`src/rtl/core/rgb_curve_lut_mapper_unit_defines.svh`:
```
// Assertion macros shared by the curve mapper RTL.
// Both sample on clk and are off while arst_n is low.
`ifndef RGB_CURVE_LUT_MAPPER_UNIT_DEFINES_SVH
`define RGB_CURVE_LUT_MAPPER_UNIT_DEFINES_SVH

// Same-cycle implication.
`define RCL_ASSERT_NOW(label, ante, cons) \
	label: assert property (@(posedge clk) disable iff (!arst_n) (ante) |-> (cons)) \
		else $error("rcl: same-cycle check failed");

// Next-cycle implication.
`define RCL_ASSERT_NEXT(label, ante, cons) \
	label: assert property (@(posedge clk) disable iff (!arst_n) (ante) |=> (cons)) \
		else $error("rcl: next-cycle check failed");

`endif

```
`src/rtl/core/rcl_pkg.sv`:
```
package rcl_pkg;

	localparam logic [1:0] OP_BEGIN  = 2'd0;
	localparam logic [1:0] OP_POINT  = 2'd1;
	localparam logic [1:0] OP_FINISH = 2'd2;
	localparam logic [1:0] OP_PIXEL  = 2'd3;

	localparam int unsigned NUM_CH  = 3;
	localparam logic [1:0]  CH_LAST = 2'd2;
	localparam int unsigned PIX_W   = 8;

	// controller -> datapath
	typedef struct packed {
		logic latch;
		logic clear;
		logic pix_go;
		logic pt_first_wr;
		logic pt_load;
		logic fin_init;
		logic fin_load;
		logic fin_next;
		logic div_start;
		logic fill_init;
		logic fill_step;
	} cmd_t;

	// datapath -> controller
	typedef struct packed {
		logic pt_bad;
		logic pt_first;
		logic pt_rise;
		logic fin_act;
		logic fin_last;
		logic div_done;
		logic fill_last;
	} sts_t;

endpackage

```
`src/rtl/core/rcl_ctrl.sv`:
```
module rcl_ctrl (
	input  logic          clk,
	input  logic          arst_n,
	input  logic          start,
	input  logic [1:0]    op,
	input  rcl_pkg::sts_t sts,
	output rcl_pkg::cmd_t cmd,
	output logic          busy
);

	localparam logic [2:0] ST_IDLE  = 3'd0;
	localparam logic [2:0] ST_PT    = 3'd1;
	localparam logic [2:0] ST_FIN   = 3'd2;
	localparam logic [2:0] ST_DIVGO = 3'd3;
	localparam logic [2:0] ST_DIVW  = 3'd4;
	localparam logic [2:0] ST_FILL  = 3'd5;

	logic [2:0] state_q;
	logic [2:0] state_d;
	logic       fin_mode_q;
	logic       accept;

	assign accept = start && (state_q == ST_IDLE);
	assign busy   = state_q != ST_IDLE;

	always_comb begin
		state_d = state_q;
		cmd     = '0;
		case (state_q)
			ST_IDLE: begin
				if (accept) begin
					case (op)
						rcl_pkg::OP_BEGIN: cmd.clear = 1'b1;
						rcl_pkg::OP_POINT: begin
							cmd.latch = 1'b1;
							state_d   = ST_PT;
						end
						rcl_pkg::OP_FINISH: begin
							cmd.fin_init = 1'b1;
							state_d      = ST_FIN;
						end
						rcl_pkg::OP_PIXEL: cmd.pix_go = 1'b1;
						default: ;
					endcase
				end
			end
			ST_PT: begin
				state_d = ST_IDLE;
				if (sts.pt_bad) begin
					// drop: no such channel
				end else if (sts.pt_first) begin
					cmd.pt_first_wr = 1'b1;
				end else if (sts.pt_rise) begin
					cmd.pt_load = 1'b1;
					state_d     = ST_DIVGO;
				end
			end
			ST_FIN: begin
				if (sts.fin_act) begin
					cmd.fin_load = 1'b1;
					state_d      = ST_DIVGO;
				end else if (sts.fin_last) begin
					state_d = ST_IDLE;
				end else begin
					cmd.fin_next = 1'b1;
				end
			end
			ST_DIVGO: begin
				cmd.div_start = 1'b1;
				state_d       = ST_DIVW;
			end
			ST_DIVW: begin
				if (sts.div_done) begin
					cmd.fill_init = 1'b1;
					state_d       = ST_FILL;
				end
			end
			ST_FILL: begin
				cmd.fill_step = 1'b1;
				if (sts.fill_last) begin
					if (fin_mode_q && !sts.fin_last) begin
						cmd.fin_next = 1'b1;
						state_d      = ST_FIN;
					end else begin
						state_d = ST_IDLE;
					end
				end
			end
			default: state_d = ST_IDLE;
		endcase
	end

	always_ff @(posedge clk or negedge arst_n) begin
		if (!arst_n) begin
			state_q    <= ST_IDLE;
			fin_mode_q <= 1'b0;
		end else begin
			state_q <= state_d;
			if (accept) begin
				fin_mode_q <= op == rcl_pkg::OP_FINISH;
			end
		end
	end

endmodule

```
`config.mk`:
```
export PLATFORM = sky130hd
export DESIGN_NAME = rcl_ctrl
export DESIGN_NICKNAME = d
export VERILOG_FILES = /design/src/rtl/core/rgb_curve_lut_mapper_unit_defines.svh /design/src/rtl/core/rcl_pkg.sv /design/src/rtl/core/rcl_ctrl.sv
export SDC_FILE = /design/constraint.sdc
export NUM_CORES = 1
export LEC_CHECK = 0
export BUFFER_PORTS_ARGS = -buffer_cell sky130_fd_sc_hd__buf_2
export CAP_MARGIN = 15
export CORE_AREA = 2 2 39 41
export DETAILED_ROUTE_END_ITERATION = 6
export DIE_AREA = 0 0 41 43
export PLACE_DENSITY = 0.66
export SYNTH_ARGS = -nofsm -noshare
export SYNTH_HDL_FRONTEND = slang
export SYNTH_SLANG_ARGS = --single-unit
```
`constraint.sdc`:
```
create_clock -name clk -period 1.62 [get_ports clk]
set_clock_uncertainty 0.05 [all_clocks]
set_input_delay 0.081 -clock clk [delete_from_list [all_inputs] [get_ports clk]]
set_output_delay 0.081 -clock clk [all_outputs]
set_load 0.02 [all_outputs]
```
* Word level (Yosys, flattened, before mapping) *
Index checks and enable logic that the tools add are counted.

word-level totals
  register bits = 4
  input port bits = 12
  word-level logic and storage cells = 57
  output and inout bits = 12

cells by class
  equality and inequality tests = 13
  reductions and logical operators = 7
  muxes and demuxes = 35

operator list
  operator            count
  $mux 3              7
  $mux 1              19
  $pmux 3 s6          1
  $mux 2              6
  $eq 3x2->1 const B  2
  $eq 3x3->1 const B  2
  $ne 2x2->1 const B  3
  $pmux 3 s2          1
  $reduce_and 5->1    1
  $eq 2x2->1 const B  2
  $eq 3x1->1 const B  1
  $logic_not 3->1     1
  $ne 3x1->1 const B  1
  $ne 3x3->1 const B  1
  $reduce_bool 3->1   1
  $eq 2x1->1 const B  1
  $logic_and 1x1->1   2
  $logic_not 2->1     1
  $pmux 1 s2          1
  $logic_not 1->1     1

* Logic depth before layout (Yosys ltp) *
  depth after elaboration = 5
  gate-level depth with buffers = 6
  depth with buffers taken out = 5

* Least setup slack after synthesis *
OpenSTA, ideal clock, no wires.

  path type = reg-to-reg
  start = reg state_q[2]
  end = reg state_q[0]
  path buffers = 0
  cell stages (with the launch flop) = 5
  period minus slack after synthesis = 1.673 ns
  setup slack = -0.053 ns
  data required time = 1.492 ns
  arrival = 1.545 ns
  cell sequence = dfrtp_1 > nand2b_1 > nor3b_1 > or3b_2 > o2bb2ai_1

between the ends
  word-level cells in the longest chain between the ends = 4
  elaborated cells between the ends (all ways) = 14

RTL lines
  item                        line                            source
  start, declared             rcl_ctrl.sv:18                  logic [2:0] state_q;
  start signal, assigned      rcl_ctrl.sv:98                  state_q <= state_d;
  $logic_not 3->1             rcl_ctrl.sv:23, rcl_ctrl.sv:29
  $logic_and 1x1->1           rcl_ctrl.sv:23                  assign accept = start && (state_q == ST_IDLE);
  $ne 2x2->1 (no line)        n/a
  $reduce_and 5->1 (no line)  n/a

Several ways; a longest one is shown, not always the timed one.
A chain may end at the register's enable or synchronous reset.

==> key figures <==
Drt
  – Drt wl/cell: 11.38 um
  – Via density: approximately 4.7
  – Antenna Nets Post-Route: 0
  – DR iter-0 viols: 1
  – DRT Pass-1 Iters: 3
  – DRT Wirelength: 1001 um
  – # DRC: 0
  – Vias: 412

CTS
  – Clock buffer depth: 2
  – Root buf cell: clkbuf_4
  – CTS tree: yes
  – Clock-pin slew on the worst setup and hold paths: 40 ps
  – CTS Buf Count: 3
  – Clock sink total: 4
  – Worst-skew pair later-pin latency: approximately 230 ps
  – H-Tree Depth: 1

Global routing
  – Global-route wire length before repair: approximately 1400 um
  – Vias in the first global route: 372
  – Antenna violations before repair: 0
  – GRT Util Overall: a little under an eighth
  – Largest net degree at the start of global routing: 7
  – GRT overflow: 0

Run status
  – Outcome: finished, final reports clean

Power
  – Switching power share of the total: about 45%
  – Worst VDD drop: between 0.0007 and 0.0008 V
  – Internal power: between 0.0004 and 0.0005 W
  – Sequential power share: 27.3%
  – P per Cell Area: approximately 1400 mW/mm^2
  – NetSw: between 0.0003 and 0.0004 W
  – Leakage: about 0.33 nW
  – Combinational share of power: 58.4%
  – Part of the power in the clock network: 14.3%

Floorplanning
  – Die extent in y: between 40 and 50 um
  – CORE AREA: between 0.001 and 0.0015 sq mm
  – Row count: 14
  – Initial Util: roughly a quarter
  – IO Pins: 24
  – Die ar.: roughly 0.0018 sq mm
  – Die W: between 40 and 50 um

Critical path
  – Reg2reg setup slack: approximately 68 ps
  – CP Capture Type: primary output
  – Most used cell along the critical path: buf_4
  – CP Class: reg -> out
  – Worst EP required: between 1000 and 1500 ps
  – Reg2reg start: state_q[0]$_DFFE_PN0P_
  – Startpoint Class: flip-flop
  – Slowest-stage cell, CP: dfrtp_2
  – Crit path cell chain: buf_4 > nor4b_4 > and3b_4 > buf_4
  – Worst EP arrival: about 1400 ps
  – Max stage delay on crit path: 440 ps
  – Worst-path maximum fanout: 6
  – Critical Path Start: state_q[2]$_DFFE_PN0P_

Yosys
  – Distinct cells, synth: 23
  – Post-synth EDFFs: 0
  – Register area share after synthesis: roughly 28%
  – Syn Area/Cell: 8.401 sq um
  – Post-Syn Instances: 42
  – Yosys reg bits: 4
  – Main synth FF type: dfrtp_1
  – Synth Warn #: 0
  – Count leader, synth: nor2_1
  – Largest cells by area after synthesis: dfrtp_1 28%, a21o_1 8.5%, nor4b_4 6.7%
  – Ys async rst share: 100.0%
  – Synth Cell Area: between 300 and 400 sq um
  – Cell taking the most area after synthesis: dfrtp_1
  – Post-synth top area share: 28.37%
  – Top cells by count, synth: 5 x nor2_1, 4 x a21o_1, 4 x dfrtp_1, 4 x nand2_1
  – Post-synth net total: 54

Final layout
  – Final core utilization: 42.50%
  – # diodes: 0
  – Layout Nets: 86
  – Area added between synthesis and finish: 66.67%
  – Share of post-route cells with drive strength above 1: approximately three fifths
  – Design area: ~600 sq um
  – Filler cells: 155

STA
  – Setup slack after layout: ~68 ps
  – Fin. Hold Viols: 0
  – Fin. max-slew vios: 0
  – Pin slew with the least headroom to its limit: approximately 350 ps
  – RSZ-0062 raised after global routing: yes
  – Slew margin rel.: 76.80%
  – Final setup viols: 0
  – Final period util: 95.81%
  – Fmax: ~640 MHz
  – Fin crit period: roughly 1600 ps

Placed design
  – Dpl ws: 75.99 ps
  – DP HPWL: around 800 um
  – RePlAce Congestion: 0.8105
  – IO Port Bufs: 23
  – DP Area: between 500 and 600 sq um

Min path
  – Hold_sp: sts[0]
  – Min-delay worst type: in -> reg

Flow run
  – Max Cap Viol: 0
==> per-layer routing <==
| layer | vias to the layer above | part of all wire, % | track usage, % |
|---|---|---|---|
| met5 | - | 0 | 0 |
| met4 | 0 | 0 | 10.00 |
| met3 | 0 | 5.2 | 1.571 |
| met2 | 11 | 53 | 17.81 |
| met1 | 190 | 41 | 14.05 |
| li1 | 211 | - | - |
==> timing repair <==
item,in CTS,in global routing
endpoints found under the setup margin,1,5
hold buffers,1,0
pin swaps,0,3
hold endpoints to repair,4,0
gates resized for setup,2,9
setup buffers,0,0
==> layout by cell type, fill, tap and decap left out, drive strengths merged, types with 2 or more instances in the layout <==
cell     n
buf     27
nor2     5
a21o     4
nand2    4
dfrtp    4
inv      3
nor3b    3
clkbuf   3
nand2b   2
nor3     2
==> per-stage QoR <==
step	hold WS (ps)	setup TNS, ps	std cells	total power [W]
after floorplan	-264.6	0	42	0.0005203
after global placement	-157.4	0	84	0.0006472
after detailed placement	-159.2	0	84	0.0006518
after CTS	15.99	0	88	0.0007940
after global routing	22.29	-19.45	88	0.0009218
final	24.51	0	88	0.0008436
==> worst paths after layout <==
path,to,cells after the start
max,cmd[6],4
min,state_q[0]$_DFFE_PN0P_,2
max reg2reg,state_q[0]$_DFFE_PN0P_,4
min reg2reg,fin_mode_q$_DFFE_PN0P_,1
max in group asynchronous,state_q[0]$_DFFE_PN0P_,2
min in group asynchronous,fin_mode_q$_DFFE_PN0P_,2
==> power groups by stage <==
stage                     logic, W  registers, W  clock network, W
after floorplan           0.000345      0.000175                 0
after global placement    0.000451      0.000196                 0
after detailed placement  0.000451      0.000201                 0
after CTS                 0.000460      0.000205          0.000129
after global routing      0.000546      0.000236          0.000140
final                     0.000492      0.000230          0.000121
==> critical path: cells and delay by family, from the launching register on <==
family,cells,cell delay (ps)
simple gates,2,450
buf+inv,2,300
flops,1,440
==> state kept, by name, indices dropped and copies added (netlist names) <==
name	cells
fin_mode_q	1
state_q	3
==> area by class of cell <==
class | instances | area, sq um | share of cell area (%)
Clock buffer | 3 | 22.52 | 3.830
Timing Repair Buffer | 28 | 157.7 | 26.81
Tap cell | 16 | 20.02 | 3.404
Inverter | 3 | 11.26 | 1.915
Sequential cell | 4 | 103.9 | 17.66
Multi-Input combinational cell | 34 | 272.8 | 46.38
==> kinds of logic after synthesis <==
logic type                count (synthesis)  share of synthesized area (%)
DFF                                       4                          28.37
xor gates and xnor gates                  1                          2.483
AOI/OAI and AO/OA                         8                          16.31
and+or+nand+nor                          25                          46.46
buffers and inverters                     4                          6.383
Note: power is estimated with default switching activity, not from simulation.
